## src/rtl/core/sipq_pkg.sv

```systemverilog
// ---------------------------------------------------------------------------
// sipq_pkg
// Shared types, constants and helpers for the sorted-insert priority queue.
// ---------------------------------------------------------------------------
package sipq_pkg;

    localparam int CAPACITY  = 128;
    localparam int PRIO_BITS = 4;
    localparam int TAG_W     = 32;
    localparam int PRIO_W    = 4;
    localparam int OCC_W     = 8;
    localparam int IDX_W     = $clog2(CAPACITY);
    localparam int CNT_W     = $clog2(CAPACITY + 1);

    typedef enum logic {
        FUNC_INSERT = 1'b0,
        FUNC_REMOVE = 1'b1
    } func_t;

    typedef enum logic [1:0] {
        ST_INSERTED = 2'd0,
        ST_DROPPED  = 2'd1,
        ST_REMOVED  = 2'd2,
        ST_EMPTY    = 2'd3
    } status_t;

    typedef struct packed {
        logic [TAG_W-1:0]     tag;
        logic [PRIO_BITS-1:0] prio;
    } entry_t;

    // circular index: base + off, wrapped at CAPACITY
    function automatic logic [IDX_W-1:0] wrap_idx(input logic [IDX_W-1:0] base,
                                                  input logic [IDX_W-1:0] off);
        logic [IDX_W:0] sum;
        sum = {1'b0, base} + {1'b0, off};
        if (sum >= (IDX_W+1)'(CAPACITY))
        begin
            sum = sum - (IDX_W+1)'(CAPACITY);
        end
        return sum[IDX_W-1:0];
    endfunction

endpackage

```

## src/rtl/core/sipq_if.sv

```systemverilog
// ---------------------------------------------------------------------------
// sipq_if
// Request and result channels of the priority queue (valid/ready).
// ---------------------------------------------------------------------------
interface sipq_req_if;
    logic                         valid;
    logic                         ready;
    logic                         func;
    logic [sipq_pkg::TAG_W-1:0]   packet_tag;
    logic [sipq_pkg::PRIO_W-1:0]  prio_level;

    modport source (output valid, output func, output packet_tag, output prio_level,
                    input ready);
    modport sink   (input valid, input func, input packet_tag, input prio_level,
                    output ready);
endinterface

interface sipq_res_if;
    logic                         valid;
    logic                         ready;
    logic [1:0]                   status;
    logic [sipq_pkg::TAG_W-1:0]   out_tag;
    logic [sipq_pkg::PRIO_W-1:0]  out_prio;
    logic [sipq_pkg::OCC_W-1:0]   occupancy;

    modport source (output valid, output status, output out_tag, output out_prio,
                    output occupancy, input ready);
    modport sink   (input valid, input status, input out_tag, input out_prio,
                    input occupancy, output ready);
endinterface

```

## src/rtl/core/sorted_insert_priority_queue_unit.sv

```systemverilog
// Full insert, empty removal, insert into empty queue: result registered in the cycle after the request.
// Removal: the head entry goes through the registered memory read, then S_POP loads the result register.
// Insert: entries with larger priority are moved back one slot, one memory write per cycle,
// then the new entry is written and the result loaded; next request taken once the result register is free.
// Reset: count, head and control clear at once; the entry memory is not cleared.
// ---------------------------------------------------------------------------
// sorted_insert_priority_queue_unit
// Sorted priority queue in a circular single-port-write memory; inserts
// shift larger-priority entries back one per cycle, removals advance head.
// ---------------------------------------------------------------------------
module sorted_insert_priority_queue_unit (
    input  logic        clk,
    input  logic        rst_n,
    sipq_req_if.sink    req,
    sipq_res_if.source  res
);

    typedef enum logic [3:0] {
        S_IDLE  = 4'b0001,
        S_SHIFT = 4'b0010,
        S_PLACE = 4'b0100,
        S_POP   = 4'b1000
    } state_t;

    state_t                        state_reg, state_next;
    logic [sipq_pkg::IDX_W-1:0]    head_reg, head_next;
    logic [sipq_pkg::CNT_W-1:0]    count_reg, count_next;
    logic [sipq_pkg::IDX_W-1:0]    pos_reg, pos_next;
    sipq_pkg::entry_t              new_reg, new_next;

    logic                          res_valid_reg, res_valid_next;
    sipq_pkg::status_t             res_status_reg;
    logic [sipq_pkg::TAG_W-1:0]    res_tag_reg;
    logic [sipq_pkg::PRIO_W-1:0]   res_prio_reg;
    logic [sipq_pkg::OCC_W-1:0]    res_occ_reg;

    logic                          res_load;
    sipq_pkg::status_t             res_status;
    logic [sipq_pkg::TAG_W-1:0]    res_tag;
    logic [sipq_pkg::PRIO_W-1:0]   res_prio;
    logic [sipq_pkg::CNT_W-1:0]    res_count;

    sipq_pkg::entry_t              mem [sipq_pkg::CAPACITY];
    sipq_pkg::entry_t              rd_data_reg;
    logic [sipq_pkg::IDX_W-1:0]    rd_addr;
    logic                          wr_en;
    logic [sipq_pkg::IDX_W-1:0]    wr_addr;
    sipq_pkg::entry_t              wr_data;

    logic                          accept;
    sipq_pkg::entry_t              req_entry;

    assign req.ready = (state_reg == S_IDLE) && (!res_valid_reg || res.ready);
    assign accept    = req.valid && req.ready;
    assign req_entry = '{tag: req.packet_tag, prio: sipq_pkg::PRIO_BITS'(req.prio_level)};

    always_comb
    begin
        state_next = state_reg;
        head_next  = head_reg;
        count_next = count_reg;
        pos_next   = pos_reg;
        new_next   = new_reg;
        rd_addr    = head_reg;
        wr_en      = 1'b0;
        wr_addr    = sipq_pkg::wrap_idx(head_reg, pos_reg);
        wr_data    = new_reg;
        res_load   = 1'b0;
        res_status = sipq_pkg::ST_INSERTED;
        res_tag    = '0;
        res_prio   = '0;
        res_count  = count_reg;

        unique case (state_reg)
            S_IDLE:
            begin
                if (accept)
                begin
                    if (req.func == sipq_pkg::FUNC_INSERT)
                    begin
                        new_next = req_entry;
                        if (count_reg == sipq_pkg::CNT_W'(sipq_pkg::CAPACITY))
                        begin
                            res_load   = 1'b1;
                            res_status = sipq_pkg::ST_DROPPED;
                        end
                        else if (count_reg == '0)
                        begin
                            wr_en      = 1'b1;
                            wr_addr    = head_reg;
                            wr_data    = req_entry;
                            count_next = sipq_pkg::CNT_W'(1);
                            res_load   = 1'b1;
                            res_count  = sipq_pkg::CNT_W'(1);
                        end
                        else
                        begin
                            rd_addr    = sipq_pkg::wrap_idx(head_reg,
                                             sipq_pkg::IDX_W'(count_reg - sipq_pkg::CNT_W'(1)));
                            pos_next   = sipq_pkg::IDX_W'(count_reg);
                            state_next = S_SHIFT;
                        end
                    end
                    else
                    begin
                        if (count_reg == '0)
                        begin
                            res_load   = 1'b1;
                            res_status = sipq_pkg::ST_EMPTY;
                        end
                        else
                        begin
                            rd_addr    = head_reg;
                            state_next = S_POP;
                        end
                    end
                end
            end
            S_SHIFT:
            begin
                wr_en = 1'b1;
                if (rd_data_reg.prio > new_reg.prio)
                begin
                    wr_data  = rd_data_reg;
                    pos_next = pos_reg - sipq_pkg::IDX_W'(1);
                    if (pos_reg == sipq_pkg::IDX_W'(1))
                    begin
                        state_next = S_PLACE;
                    end
                    else
                    begin
                        rd_addr = sipq_pkg::wrap_idx(head_reg, pos_reg - sipq_pkg::IDX_W'(2));
                    end
                end
                else
                begin
                    count_next = count_reg + sipq_pkg::CNT_W'(1);
                    res_load   = 1'b1;
                    res_count  = count_reg + sipq_pkg::CNT_W'(1);
                    state_next = S_IDLE;
                end
            end
            S_PLACE:
            begin
                wr_en      = 1'b1;
                count_next = count_reg + sipq_pkg::CNT_W'(1);
                res_load   = 1'b1;
                res_count  = count_reg + sipq_pkg::CNT_W'(1);
                state_next = S_IDLE;
            end
            S_POP:
            begin
                head_next  = sipq_pkg::wrap_idx(head_reg, sipq_pkg::IDX_W'(1));
                count_next = count_reg - sipq_pkg::CNT_W'(1);
                res_load   = 1'b1;
                res_status = sipq_pkg::ST_REMOVED;
                res_tag    = rd_data_reg.tag;
                res_prio   = sipq_pkg::PRIO_W'(rd_data_reg.prio);
                res_count  = count_reg - sipq_pkg::CNT_W'(1);
                state_next = S_IDLE;
            end
            default:
            begin
                state_next = S_IDLE;
            end
        endcase
    end

    always_comb
    begin
        if (res_load)
        begin
            res_valid_next = 1'b1;
        end
        else if (res.ready)
        begin
            res_valid_next = 1'b0;
        end
        else
        begin
            res_valid_next = res_valid_reg;
        end
    end

    always_ff @(posedge clk or negedge rst_n)
    begin
        if (!rst_n)
        begin
            state_reg     <= S_IDLE;
            head_reg      <= '0;
            count_reg     <= '0;
            pos_reg       <= '0;
            res_valid_reg <= 1'b0;
        end
        else
        begin
            state_reg     <= state_next;
            head_reg      <= head_next;
            count_reg     <= count_next;
            pos_reg       <= pos_next;
            res_valid_reg <= res_valid_next;
        end
    end

    always_ff @(posedge clk)
    begin
        new_reg <= new_next;
        if (res_load)
        begin
            res_status_reg <= res_status;
            res_tag_reg    <= res_tag;
            res_prio_reg   <= res_prio;
            res_occ_reg    <= sipq_pkg::OCC_W'(res_count);
        end
    end

    // entry memory: one write and one registered read per cycle
    always_ff @(posedge clk)
    begin
        if (wr_en)
        begin
            mem[wr_addr] <= wr_data;
        end
        rd_data_reg <= mem[rd_addr];
    end

    assign res.valid     = res_valid_reg;
    assign res.status    = res_status_reg;
    assign res.out_tag   = res_tag_reg;
    assign res.out_prio  = res_prio_reg;
    assign res.occupancy = res_occ_reg;

endmodule
```

## src/flat_wrapper.sv

```systemverilog
// flat-port wrapper written by rule: the top's interface ports become plain ports
module sorted_insert_priority_queue_unit_flat 
  (clk, rst_n, req_valid, req_func, req_packet_tag, req_prio_level, req_ready, res_valid, res_status, res_out_tag, res_out_prio, res_occupancy, res_ready);
  sipq_req_if req_i ();
  sipq_res_if res_i ();
  input  logic clk;
  input  logic rst_n;
  input wire logic [$bits(req_i.valid)-1:0] req_valid;
  input wire logic [$bits(req_i.func)-1:0] req_func;
  input wire logic [$bits(req_i.packet_tag)-1:0] req_packet_tag;
  input wire logic [$bits(req_i.prio_level)-1:0] req_prio_level;
  output wire logic [$bits(req_i.ready)-1:0] req_ready;
  output wire logic [$bits(res_i.valid)-1:0] res_valid;
  output wire logic [$bits(res_i.status)-1:0] res_status;
  output wire logic [$bits(res_i.out_tag)-1:0] res_out_tag;
  output wire logic [$bits(res_i.out_prio)-1:0] res_out_prio;
  output wire logic [$bits(res_i.occupancy)-1:0] res_occupancy;
  input wire logic [$bits(res_i.ready)-1:0] res_ready;
  assign req_i.valid = req_valid;
  assign req_i.func = req_func;
  assign req_i.packet_tag = req_packet_tag;
  assign req_i.prio_level = req_prio_level;
  assign req_ready = req_i.ready;
  assign res_valid = res_i.valid;
  assign res_status = res_i.status;
  assign res_out_tag = res_i.out_tag;
  assign res_out_prio = res_i.out_prio;
  assign res_occupancy = res_i.occupancy;
  assign res_i.ready = res_ready;
  sorted_insert_priority_queue_unit u_core (.clk(clk), .rst_n(rst_n), .req(req_i), .res(res_i));
endmodule
```

## config.mk

```make
export PLATFORM = sky130hd
export DESIGN_NAME = sorted_insert_priority_queue_unit_flat
export DESIGN_NICKNAME = d
export VERILOG_FILES = /design/src/rtl/core/sipq_pkg.sv /design/src/rtl/core/sipq_if.sv /design/src/rtl/core/sorted_insert_priority_queue_unit.sv /design/src/flat_wrapper.sv
export SDC_FILE = /design/constraint.sdc
export NUM_CORES = 2
export LEC_CHECK = 0
export BUFFER_PORTS_ARGS = -buffer_cell sky130_fd_sc_hd__buf_2
export CAP_MARGIN = 5
export CELL_PAD_IN_SITES_DETAIL_PLACEMENT = 0
export CELL_PAD_IN_SITES_GLOBAL_PLACEMENT = 1
export CORE_MARGIN = 2
export CORE_UTILIZATION = 54
export DETAILED_ROUTE_END_ITERATION = 8
export PLACE_DENSITY_LB_ADDON = 0.1
export SYNTH_ARGS = -nofsm -noshare
export SYNTH_HDL_FRONTEND = slang
export SYNTH_MEMORY_MAX_BITS = 65536
export SYNTH_SLANG_ARGS = --single-unit
export TNS_END_PERCENT = 1
```

## constraint.sdc

```tcl
create_clock -name clk -period 6.4 [get_ports clk]
set_input_delay 1.28 -clock clk [delete_from_list [all_inputs] [get_ports clk]]
set_output_delay 1.28 -clock clk [all_outputs]
set_load 0.02 [all_outputs]
```

==> summary.txt <==
pwr/cell area: 520 nW/um^2
Worst Setup End Kind: flip-flop
Mapped Area: 188000 sq um
Syn Nets: 12800
CTS Buf Count: 477
core area: 347000 sq um
starting DRC count in detailed routing: 22000
drt total wl: 671000 microns
gr ovfl total: 0
initial antenna violation count: 67
share of layout cells above drive strength 1: 14.4%
Synth Instances: 12700
status: finished with violations
Clock Sinks: 4753
CP Data Arrival Time: 7590 ps
drt pass-1 iters: 8
unrepaired setup endpoints after global routing: no
area leader, netlist: edfxtp_1
CTS tree: done
die width: 595 microns
number of flops mapped to enable cells by yosys: 4690
port bufs: 88
Min-Delay Path Class: input port to async pin
boundary pin count: 89
critical path class: flip-flop to flip-flop
top cell type's share of synthesized area: 74.8%
Max-Cap Viols: 1
Core Rows: 216
HPWL reported at the end of detailed placement: 387000 microns
clk_skew: 44.5 ps
Starting Density: 54.3%
Worst-path clk slew: 60 ps
insertion delay to the later sink of the worst-skew pair: 1050 ps
die area: 353000 sq um
hold buffer count at CTS: 0
Finished Layout Cells: 18200
Max IR drop VDD: 0.000512 V
Top cell by count, worst path: nor2_4
DRC: 0
FF+latch count, synth: 4753
FFs w/ async S/R, synth: 0.568%
placed insts: 17300
vias in the first global route: 114000
# setup viols final: 4
Max transition margin: -3.05%
fin. max-slew vios: 3
Worst Path Required: 7370 ps
worst slew pin tran: 1540 ps
pin count of the biggest net entering global routing: 129
clock root buffer: clkbuf_16
Yosys warnings: 0
crit start category: flip-flop
Final Critical Period: 6630 ps
Final Hold Slack: 329 ps
final hold vios: 0
routability cong.: 0.945
via count: 123000
H-tree level count: 5
register area share after synthesis: 75.5%
clk buf depth: 4
Final Cycle Share: 104%
Worst path slowest cell: a31oi_1
max reg flops: 4608
via/cell ratio: 6.75
Syn-to-layout area delta: 14.5%
Filler cells: 25500
Tot Pwr: 112 mW
synth top area cells: edfxtp_1 (75%), nand2_1 (5.3%), mux2i_1 (2.1%)
pre-CTS WS: -210 ps
count of cell types in the netlist: 100
die height: 595 microns
GR Util All Layers: 37.4%
failing checks: capacitance limit, slew limit, setup timing
Final WS setup: -226 ps
first-pass GRT wire length: 920000 microns
Post-DRT Antenna Nets: 0
worst-path maximum fanout: 20
Static Leak: 72.2 nW
fmax: 0.151 GHz
nets: 13300
routed length per instance: 36.9 microns
Avg Cell Area, Syn: 14.8 sq um
Cell Chain, Critical Path: ha_1 > nor2b_1 > o211a_1 > o21ai_4 > o32ai_1 > nor2_4 > nand2_4 > nor2_4 > buf_4 > a22oi_1 > a31oi_1 > or3_1
Top FF cell, synth: edfxtp_1
Max stage delay on crit path: 1210 ps
cell type report:
type / instances / area, sq um / area share, %
multi-input cells: 6991 / 42500 / 19.7
repair buffers: 900 / 9480 / 4.39
diodes: 45 / 113 / 0.0522
clock inverters: 300 / 2790 / 1.29
inverters: 58 / 308 / 0.143
clock buffers: 595 / 12600 / 5.82
well taps: 4578 / 5730 / 2.66
flip-flops and latches: 4753 / 142000 / 65.9
logic make-up (layout without fill, tap and decap cells):
family          after synthesis  after routing  share of synthesized area, %
buf+inv                     944           1853                          2.61
fa+ha+maj                    32             32                         0.225
mux                         520            520                          3.53
other cells                   0             45                             0
compound gates             2213           2213                          8.22
xor+xnor                     42             42                         0.195
simple gates               4184           4184                          9.69
flops                      4753           4753                          75.5
Yosys cell counts, drive strengths merged (12+ instances only):
library cell,count
a311o,15
o31ai,18
a22o,12
and2,43
nor2,270
o22ai,102
dfxtp,36
o211ai,28
a311oi,177
a221oi,95
nor4,39
edfxtp,4690
buf,630
o21ai,191
o221ai,26
mux4,115
clkbuf,256
a21oi,364
a32oi,90
a31oi,387
o2111ai,13
nand2,2685
inv,58
a2111oi,13
nand3,479
nor3,61
a22oi,105
a21o,13
dfrtp,26
and3,524
xnor2,32
nand4,32
ha,29
a221o,12
a211oi,446
mux2i,400
or4,13
a222oi,36
per-layer routing:
metal | vias to the layer above | track usage [%] | share of wire (%)
met5 | - | 0 | 0.039
met2 | 8949 | 54.5 | 43
met3 | 1376 | 9.93 | 13
li1 | 50100 | - | -
met1 | 62500 | 52.3 | 37
met4 | 36 | 18.3 | 5.6
cells in the final DEF, fill, tap and decap left out, types with 120 or more instances in the layout:
cell type     n
a211oi_1    445
a21oi_1     364
a311oi_1    176
a31oi_1     384
and3_1      524
buf_12      233
buf_4       572
clkbuf_16   479
edfxtp_1   4690
mux2i_1     400
nand2_1    2667
nand3_1     478
nor2_1      120
nor2_4      143
o21ai_0     170
through the flow:
step	setup TNS, ps	utilization [%]	area, sq um
after floorplan	0	-	188000
after global placement	-4190	57.7	200000
after detailed placement	-514	57.7	200000
after CTS	0	62.2	216000
after global routing	0	62.2	216000
final	-563	62.2	216000
path summary, 6_finish.rpt:
check                                         startpoint                                  end  slack (ps)  depth (start not counted)
min reg2reg                u_core.rd_data_reg[6]$_DFF_P_  u_core.res.out_tag[2]$_SDFFCE_PN0P_         600                          1
min in group clk                      req_packet_tag[29]         u_core.new_reg[33]$_DFFE_PP_         450                          1
max in group asynchronous                          rst_n       u_core.head_reg[0]$_DFFE_PN0P_        5520                          1
max reg2reg                u_core.rd_data_reg[1]$_DFF_P_       u_core.rd_data_reg[11]$_DFF_P_        -230                         12
max                        u_core.rd_data_reg[1]$_DFF_P_       u_core.rd_data_reg[11]$_DFF_P_        -230                         12
min                                                rst_n         u_core.res.valid$_DFFE_PN0P_         330                          1
what timing repair did:
item                                    in CTS  in global routing
setup buffers                                0                  5
gates resized for setup                      1                  2
endpoints found under the setup margin       1                  1
pin swaps                                    0                  2
critical path, delay by kind of cell (launching register included):
family | cells | cell delay [ps]
AO/OA/AOI/OAI | 5 | 2530
AND/OR/NAND/NOR | 5 | 2220
flip-flops | 1 | 880
buffers and inverters | 1 | 430
adder cells (fa/ha/maj) | 1 | 370
power breakdown:
group	internal, mW	switching [mW]	total, mW	leakage [nW]
Clock	15.6	12.0	27.7	7.51
Sequential	36.1	0.793	36.8	42.8
Combinational	13.9	33.8	47.7	21.8
Note: power is estimated with default switching activity, not from simulation.
